File: config.mk
export PLATFORM = sky130hd
export DESIGN_NAME = masked_signature_scan_flat
export DESIGN_NICKNAME = d
export VERILOG_FILES = /design/src/rtl/mss_pkg.sv /design/src/rtl/mss_in_if.sv /design/src/rtl/mss_out_if.sv /design/src/rtl/mss_cfg_if.sv /design/src/rtl/mss_cfg_regs.sv /design/src/rtl/mss_scan_core.sv /design/src/rtl/masked_signature_scan.sv /design/src/flat_wrapper.sv
export SDC_FILE = /design/constraint.sdc
export NUM_CORES = 1
export LEC_CHECK = 0
export BUFFER_PORTS_ARGS = -buffer_cell sky130_fd_sc_hd__buf_2
export CAP_MARGIN = 10
export CORE_AREA = 2 2 201 203
export CTS_CLUSTER_SIZE = 12
export DETAILED_ROUTE_END_ITERATION = 8
export DIE_AREA = 0 0 203 205
export PLACE_DENSITY_LB_ADDON = 0.2
export RECOVER_POWER = 100
export SYNTH_ARGS = -nofsm -noshare
export SYNTH_HDL_FRONTEND = slang
export SYNTH_SLANG_ARGS = --single-unit
export TNS_END_PERCENT = 1
File: constraint.sdc
create_clock -name clk -period 27.5 [get_ports clk]
set_input_delay 1.375 -clock clk [delete_from_list [all_inputs] [get_ports clk]]
set_output_delay 1.375 -clock clk [all_outputs]
set_load 0.03 [all_outputs]
File: src/rtl/mss_pkg.sv
// ----------------------------------------------------------------------------
// mss_pkg: shared types and constants for the masked signature scanner
// Widths of the beat fields, register indexes and the configuration bundle.
// ----------------------------------------------------------------------------
package mss_pkg;

  // Longest pattern the window can hold
  localparam int MAX_PATTERN_BYTES = 8;

  localparam int BYTE_W     = 8;
  localparam int PAT_W      = 64;
  localparam int LEN_W      = 4;
  localparam int COUNT_W    = 32;
  localparam int ADDR_W     = 64;
  localparam int CFG_IDX_W  = 8;
  localparam int CFG_DATA_W = 64;

  // Index into the byte window
  localparam int WIN_IDX_W = (MAX_PATTERN_BYTES > 1) ? $clog2(MAX_PATTERN_BYTES) : 1;

  localparam logic [LEN_W-1:0]   MAX_LEN   = LEN_W'(MAX_PATTERN_BYTES);
  localparam logic [COUNT_W-1:0] COUNT_MAX = '1;

  // Register map
  localparam logic [CFG_IDX_W-1:0] REG_PATTERN_VALUE  = CFG_IDX_W'(0);
  localparam logic [CFG_IDX_W-1:0] REG_PATTERN_MASK   = CFG_IDX_W'(1);
  localparam logic [CFG_IDX_W-1:0] REG_PATTERN_LENGTH = CFG_IDX_W'(2);
  localparam logic [CFG_IDX_W-1:0] REG_REGION_BASE    = CFG_IDX_W'(3);

  // Configuration as seen by the scan core
  typedef struct packed {
    logic [PAT_W-1:0]  pattern_value;
    logic [PAT_W-1:0]  pattern_mask;
    logic [LEN_W-1:0]  pattern_length;
    logic [ADDR_W-1:0] region_base;
  } cfg_t;

  // One held input beat
  typedef struct packed {
    logic [BYTE_W-1:0] data_byte;
    logic              last_byte;
  } beat_t;

endpackage

File: src/rtl/mss_in_if.sv
// ----------------------------------------------------------------------------
// mss_in_if: region byte channel
// One beat carries one byte of the scanned region and its last flag.
// ----------------------------------------------------------------------------
interface mss_in_if;
  logic                      valid;
  logic                      ready;
  logic [mss_pkg::BYTE_W-1:0] data_byte;
  logic                      last_byte;

  modport source (output valid, output data_byte, output last_byte, input ready);
  modport sink   (input valid, input data_byte, input last_byte, output ready);
endinterface

File: src/rtl/mss_out_if.sv
// ----------------------------------------------------------------------------
// mss_out_if: scan result channel
// One beat per region outcome: a match position or a not-found report.
// ----------------------------------------------------------------------------
interface mss_out_if;
  logic                        valid;
  logic                        ready;
  logic                        found;
  logic [mss_pkg::COUNT_W-1:0] match_offset;
  logic [mss_pkg::ADDR_W-1:0]  match_address;

  modport source (output valid, output found, output match_offset,
                  output match_address, input ready);
  modport sink   (input valid, input found, input match_offset,
                  input match_address, output ready);
endinterface

File: src/rtl/mss_cfg_if.sv
// ----------------------------------------------------------------------------
// mss_cfg_if: configuration write channel
// One beat writes one register, selected by index.
// ----------------------------------------------------------------------------
interface mss_cfg_if;
  logic                           valid;
  logic                           ready;
  logic [mss_pkg::CFG_IDX_W-1:0]  index;
  logic [mss_pkg::CFG_DATA_W-1:0] data;

  modport source (output valid, output index, output data, input ready);
  modport sink   (input valid, input index, input data, output ready);
endinterface

File: src/rtl/mss_cfg_regs.sv
// ----------------------------------------------------------------------------
// mss_cfg_regs: configuration register file
// Pattern value, care mask, length and region base; unknown indexes ignored.
// ----------------------------------------------------------------------------
module mss_cfg_regs (
  input  logic            clk,
  input  logic            rst,
  mss_cfg_if.sink         cfg,
  output mss_pkg::cfg_t   regs
);
  import mss_pkg::*;

  // Writes always complete in one beat
  assign cfg.ready = 1'b1;

  always_ff @(posedge clk) begin
    if (rst) begin
      regs <= '0;
    end else if (cfg.valid) begin
      case (cfg.index)
        REG_PATTERN_VALUE:  regs.pattern_value  <= cfg.data;
        REG_PATTERN_MASK:   regs.pattern_mask   <= cfg.data;
        REG_PATTERN_LENGTH: regs.pattern_length <= cfg.data[LEN_W-1:0];
        REG_REGION_BASE:    regs.region_base    <= cfg.data[ADDR_W-1:0];
        default: ;
      endcase
    end
  end

endmodule

File: src/rtl/mss_scan_core.sv
// ----------------------------------------------------------------------------
// mss_scan_core: window compare and result register
// Shifts the held byte into the window, compares the masked pattern, keeps
// the region byte count and loads the result register.
// ----------------------------------------------------------------------------
module mss_scan_core (
  input  logic            clk,
  input  logic            rst,
  input  mss_pkg::cfg_t   regs,
  input  logic            beat_valid,
  input  mss_pkg::beat_t  beat,
  output logic            take,
  mss_out_if.source       result
);
  import mss_pkg::*;

  logic [BYTE_W-1:0]  win [MAX_PATTERN_BYTES];
  logic [BYTE_W-1:0]  win_next [MAX_PATTERN_BYTES];
  logic [COUNT_W-1:0] bytes_seen;
  logic [COUNT_W-1:0] bytes_seen_next;
  logic               scan_done;

  logic [LEN_W-1:0]   len_eff;
  logic               may_check;
  logic               window_ok;
  logic               hit;
  logic               produce;
  logic [COUNT_W-1:0] offset;
  logic               out_free;

  // Pipeline moves when the result register is free or being drained
  assign out_free = !result.valid || result.ready;
  assign take     = beat_valid && out_free;

  // New window: held byte in front, older bytes move back one place
  always_comb begin
    win_next[0] = beat.data_byte;
    for (int k = 1; k < MAX_PATTERN_BYTES; k++) begin
      win_next[k] = win[k-1];
    end
  end

  assign len_eff = (regs.pattern_length > MAX_LEN) ? MAX_LEN : regs.pattern_length;

  // Masked compare of every pattern byte against its window position
  always_comb begin : match_logic
    logic [WIN_IDX_W-1:0] pos;
    logic [BYTE_W-1:0]    want;
    logic [BYTE_W-1:0]    care;
    window_ok = 1'b1;
    pos       = '0;
    want      = '0;
    care      = '0;
    for (int i = 0; i < MAX_PATTERN_BYTES; i++) begin
      if (LEN_W'(i) < len_eff) begin
        pos  = WIN_IDX_W'(len_eff - LEN_W'(i) - LEN_W'(1));
        want = regs.pattern_value[BYTE_W*i +: BYTE_W];
        care = regs.pattern_mask[BYTE_W*i +: BYTE_W];
        if (((win_next[pos] ^ want) & care) != '0) begin
          window_ok = 1'b0;
        end
      end
    end
  end

  // Saturating byte count, hit qualification and offset
  assign may_check       = (bytes_seen != COUNT_MAX);
  assign bytes_seen_next = may_check ? bytes_seen + COUNT_W'(1) : bytes_seen;
  assign hit     = may_check && (len_eff != '0) &&
                   (bytes_seen_next >= COUNT_W'(len_eff)) && window_ok;
  assign produce = !scan_done && (hit || beat.last_byte);
  assign offset  = bytes_seen_next - COUNT_W'(len_eff);

  // Scan state: clears at the end of every region
  always_ff @(posedge clk) begin
    if (rst) begin
      for (int k = 0; k < MAX_PATTERN_BYTES; k++) begin
        win[k] <= '0;
      end
      bytes_seen <= '0;
      scan_done  <= 1'b0;
    end else if (take) begin
      if (beat.last_byte) begin
        for (int k = 0; k < MAX_PATTERN_BYTES; k++) begin
          win[k] <= '0;
        end
        bytes_seen <= '0;
        scan_done  <= 1'b0;
      end else if (!scan_done) begin
        win        <= win_next;
        bytes_seen <= bytes_seen_next;
        scan_done  <= hit;
      end
    end
  end

  // Result register
  always_ff @(posedge clk) begin
    if (rst) begin
      result.valid <= 1'b0;
    end else if (take && produce) begin
      result.valid <= 1'b1;
    end else if (result.ready) begin
      result.valid <= 1'b0;
    end
  end

  always_ff @(posedge clk) begin
    if (take && produce) begin
      result.found         <= hit;
      result.match_offset  <= hit ? offset : '0;
      result.match_address <= hit ? regs.region_base + ADDR_W'(offset) : '0;
    end
  end

  // A not-found beat carries zero position fields
  a_notfound_zero: assert property (@(posedge clk) disable iff (rst)
    result.valid && !result.found |-> result.match_offset == '0 &&
                                      result.match_address == '0)
    else $error("not-found result with nonzero position");

  // A match mid-region stops further checking
  a_hit_sets_done: assert property (@(posedge clk) disable iff (rst)
    take && !scan_done && hit && !beat.last_byte |=> scan_done)
    else $error("match did not close the region scan");

  // Count advances by one per scanned byte until saturation
  a_count_step: assert property (@(posedge clk) disable iff (rst)
    take && !scan_done && !beat.last_byte && may_check
    |=> bytes_seen == $past(bytes_seen) + COUNT_W'(1))
    else $error("byte count did not advance");

  // Nothing new is loaded while a result waits
  a_no_overwrite: assert property (@(posedge clk) disable iff (rst)
    result.valid && !result.ready |-> !take)
    else $error("beat consumed while result stalled");

endmodule

File: src/rtl/masked_signature_scan.sv
// ----------------------------------------------------------------------------
// masked_signature_scan: streaming search for a masked byte signature
// Scans region bytes and reports the first masked pattern match position.
// ----------------------------------------------------------------------------
// Usage:
//   cfg    : register writes (0 value, 1 care mask, 2 length, 3 base), always
//            ready; write only while no scan beat is in flight.
//   scan   : one region byte per beat, last_byte marks the region end.
//   report : one beat per region: found with offset and base+offset, or
//            not-found (zeros) on the last byte. Bytes after a match are
//            dropped until the last byte, which then reports nothing.
//   Path: a taken byte waits in the input register, where the window compare
//   sees it; its result is loaded into the result register when the core takes it.
//   Throughput: one byte per cycle while the result register is free or drained;
//   the whole window compare sits between the input register and the result register.
//   Stall: when report is held, the result register keeps its beat, the
//   input register fills and scan.ready drops until the result is taken.
//   Reset: clears registers, window, byte count and both pipeline stages.
// ----------------------------------------------------------------------------
module masked_signature_scan (
  input  logic clk,
  input  logic rst,
  mss_cfg_if.sink   cfg,
  mss_in_if.sink    scan,
  mss_out_if.source report
);
  import mss_pkg::*;

  cfg_t  regs;
  beat_t held;
  logic  held_valid;
  logic  take;

  mss_cfg_regs u_cfg_regs (
    .clk  (clk),
    .rst  (rst),
    .cfg  (cfg),
    .regs (regs)
  );

  // Input register: free when empty or when its beat moves on this cycle
  assign scan.ready = !held_valid || take;

  always_ff @(posedge clk) begin
    if (rst) begin
      held_valid <= 1'b0;
    end else if (scan.valid && scan.ready) begin
      held_valid <= 1'b1;
    end else if (take) begin
      held_valid <= 1'b0;
    end
  end

  always_ff @(posedge clk) begin
    if (scan.valid && scan.ready) begin
      held.data_byte <= scan.data_byte;
      held.last_byte <= scan.last_byte;
    end
  end

  mss_scan_core u_scan_core (
    .clk        (clk),
    .rst        (rst),
    .regs       (regs),
    .beat_valid (held_valid),
    .beat       (held),
    .take       (take),
    .result     (report)
  );

endmodule

File: src/flat_wrapper.sv
// flat-port wrapper written by rule: the top's interface ports become plain ports
module masked_signature_scan_flat import mss_pkg::*;
  (clk, rst, cfg_valid, cfg_index, cfg_data, cfg_ready, scan_valid, scan_data_byte, scan_last_byte, scan_ready, report_valid, report_found, report_match_offset, report_match_address, report_ready);
  mss_cfg_if cfg_i ();
  mss_in_if scan_i ();
  mss_out_if report_i ();
  input  logic clk;
  input  logic rst;
  input wire logic [$bits(cfg_i.valid)-1:0] cfg_valid;
  input wire logic [$bits(cfg_i.index)-1:0] cfg_index;
  input wire logic [$bits(cfg_i.data)-1:0] cfg_data;
  output wire logic [$bits(cfg_i.ready)-1:0] cfg_ready;
  input wire logic [$bits(scan_i.valid)-1:0] scan_valid;
  input wire logic [$bits(scan_i.data_byte)-1:0] scan_data_byte;
  input wire logic [$bits(scan_i.last_byte)-1:0] scan_last_byte;
  output wire logic [$bits(scan_i.ready)-1:0] scan_ready;
  output wire logic [$bits(report_i.valid)-1:0] report_valid;
  output wire logic [$bits(report_i.found)-1:0] report_found;
  output wire logic [$bits(report_i.match_offset)-1:0] report_match_offset;
  output wire logic [$bits(report_i.match_address)-1:0] report_match_address;
  input wire logic [$bits(report_i.ready)-1:0] report_ready;
  assign cfg_i.valid = cfg_valid;
  assign cfg_i.index = cfg_index;
  assign cfg_i.data = cfg_data;
  assign cfg_ready = cfg_i.ready;
  assign scan_i.valid = scan_valid;
  assign scan_i.data_byte = scan_data_byte;
  assign scan_i.last_byte = scan_last_byte;
  assign scan_ready = scan_i.ready;
  assign report_valid = report_i.valid;
  assign report_found = report_i.found;
  assign report_match_offset = report_i.match_offset;
  assign report_match_address = report_i.match_address;
  assign report_i.ready = report_ready;
  masked_signature_scan u_core (.clk(clk), .rst(rst), .cfg(cfg_i), .scan(scan_i), .report(report_i));
endmodule
==> impl_metrics.tcl <==
set metrics [dict create \
    final_common_cell "nand2_1" \
    async_flop_share 0 \
    ys_ff_latch 393 \
    slew_headroom -2.981 \
    num_rows 73 \
    io_buffers 184 \
    ctsLongestPathBuffers 3 \
    required_ns 27.61 \
    cts_resized 0 \
    hold_violations 0 \
    hold_path.class "reg2reg" \
    pwr-share-clk 0.470 \
    grt.total_usage 0.3156 \
    syn_area_um2 21900 \
    dpl_cell_area_um2 23010 \
    critPathCaptureType "flop" \
    vias 19250 \
    gp_congestion 1.010 \
    timing.final.max_slew_violations 507 \
    routedWlPerCell_um 21.37 \
    intPower_uw 952.2 \
    crit_type "reg2reg" \
    syn_area_per_cell_um2 8.894 \
    cp-start-kind "flop" \
    grt_max_degree 136 \
    violations "capacitance limit, slew limit" \
    combinationalPowerShare 0.045 \
    antennaDiodeCount 0 \
    dp_hpwl_mm 47.94 \
    start_util 0.5564 \
    setup-violations-final 0 \
    setup_slack_ns 13.38 \
    rsz0062_at_grt "no" \
    grt_pass1_wl_mm 102.8 \
    p_switching_uw 288.3 \
    io_pins 186 \
    seqPwrFrac 0.485 \
    htree_num_levels 2 \
    grt_overflow 0 \
    yosysWarnings 0 \
    synth_edf_count 106 \
    clk_latency_ns 0.59 \
    p_leak_nw 8.428 \
    p_sw_frac 0.2324 \
    skew_ns 0.02649 \
    viasPerCell 6.187 \
    max_freq_mhz 70.81 \
    setup_tns_ns 0 \
    fp.dieW_um 203 \
    drt_first_pass_iters 5 \
    nNetsFinal 2683 \
    power_density_nw_per_um2 51.17 \
    postRouteAntennaNets 0 \
    synthDistinctLibCells 81 \
    die_h_um 205 \
    syn_nets 2592 \
    final_cell_mix "471 x nand2_1, 287 x dfxtp_1, 279 x a21oi_1" \
    crit_fanout 73 \
    crit_arrival_ns 14.23 \
    cts_sinks 393 \
    core_um2 39370 \
    r2r_slack_ns 13.38 \
    netlist_instances 2463 \
    worstMarginPinSlew_ns 5.972 \
    period_share 0.5136 \
    drt-total-wl_mm 66.49 \
    tritoncts "done" \
    min_period_ns 14.12 \
    drtIter0Drc 2092 \
    vdd_drop_max_v 0.00004264 \
    dp_worst_setup_slack_ns 18.92 \
    cts_buffers 44 \
    cts_hold_buf 0 \
    area_delta_synth_final_pct 10.68 \
    stdcell_area_um2 24240 \
    drive_above_1_share 0.1005 \
    ys_seq_area_frac 0.4076 \
    path_clk_slew_ns 0.06 \
    antenna_found_initial 2 \
    root_buffer "clkbuf_16" \
    post_cts_buffers 0 \
    grt_pass1_vias 17710 \
    yosys_most_used_dff "dfxtp_1" \
    drc 0 \
    die-area_um2 41620 \
    status "finished, violations left" \
    timing.max_cap.violations 8 \
]
==> metal layers <==
metal / part of all wire / track usage / up-vias
met5: 0.00027 / 0 / -
met2: 0.45 / 0.4894 / 801
met4: 0.024 / 0.08055 / 4
met3: 0.086 / 0.06141 / 99
li1: - / - / 8986
met1: 0.44 / 0.4532 / 9359
==> kinds of logic after synthesis <==
family,Yosys count,synth area share
flops,393,0.4076
simple gates,927,0.1875
fa+ha+maj,43,0.02525
buf+inv,192,0.03690
other cells,1,0.0001712
compound gates,575,0.1617
mux,170,0.1161
xor+xnor,162,0.06477
==> synth_stat cells (all sizes together), types with 31 or more instances <==
library cell  instances  area [um2]
o21ai                67       335.3
buf                  46       260.3
edfxtp              106        3183
and2                 41       256.5
xnor2                92       805.8
dfxtp               287        5746
nor2                204       768.2
mux2i               100        1001
a21oi               279        1396
a22oi                91       683.2
ha                   41       513.0
nand3                48       245.2
clkbuf              115       431.7
mux4                 67        1509
inv                  31       116.4
nand2               472        1772
xor2                 70       613.1
==> area by class of cell <==
class | count | area (um2)
clock buffers | 59 | 1250
clock inverters | 19 | 178.9
flip-flops and latches | 393 | 8929
multi-input cells | 1878 | 12180
fillers | 3442 | 15120
inverters | 31 | 116.4
well taps | 525 | 656.9
repair buffers | 206 | 938.4
==> critical path, stage by stage, from the launching register on <==
cell and delay, ns:
dfxtp_1 1.12, nor2b_1 1.43, clkinv_1 0.21, clkbuf_1 1.04
ha_1 0.72, ha_1 0.69, inv_1 0.48, mux4_2 0.40
xor2_1 0.17, a32o_1 0.29, a211oi_1 0.23, nand4_1 0.25
a2111oi_0 1.08, o41ai_1 0.48, a211o_1 0.67, a211oi_1 0.37
clkbuf_1 1.13, clkbuf_1 2.71
==> per-stage QoR <==
stage               power, mW  cells    util  hold WS (ns)
floorplan              0.6458   2463       -        0.4342
global placement       0.6687   3033  0.5846        0.4422
detailed placement     0.6696   3033  0.5846        0.4462
CTS                     1.249   3111  0.6209        0.4545
global route            1.278   3111  0.6159        0.4722
finish                  1.240   3111  0.6159        0.4552
==> worst paths after layout <==
| path | to | start | depth (start not counted) |
|---|---|---|---|
| hold reg to reg | u_core.u_cfg_regs.regs[83] | u_core.u_cfg_regs.regs[83] | 2 |
| hold / removal | u_core.u_cfg_regs.regs[83] | u_core.u_cfg_regs.regs[83] | 2 |
| setup reg to reg | u_core.u_scan_core.result.match_address[49] | u_core.u_cfg_regs.regs[64] | 17 |
| setup / recovery | u_core.u_scan_core.result.match_address[49] | u_core.u_cfg_regs.regs[64] | 17 |
==> power groups by stage <==
stage,combinational (mW),sequential [mW],clock [mW]
after floorplan,0.0262,0.620,0
after detailed placement,0.0560,0.614,0
after global routing,0.0592,0.602,0.617
after global placement,0.0552,0.613,0
after CTS,0.0562,0.601,0.591
final,0.0557,0.602,0.583
==> state kept, by name, indices dropped and copies added (netlist names), 9 cells and up <==
| register | cells |
|---|---|
| u_core.u_scan_core.bytes_seen | 32 |
| u_core.u_scan_core.win | 56 |
| u_core.u_scan_core.result.match_address | 64 |
| u_core.held | 9 |
| u_core.u_cfg_regs.regs | 196 |
| u_core.u_scan_core.result.match_offset | 32 |
Power figures use the tool's default switching activity.
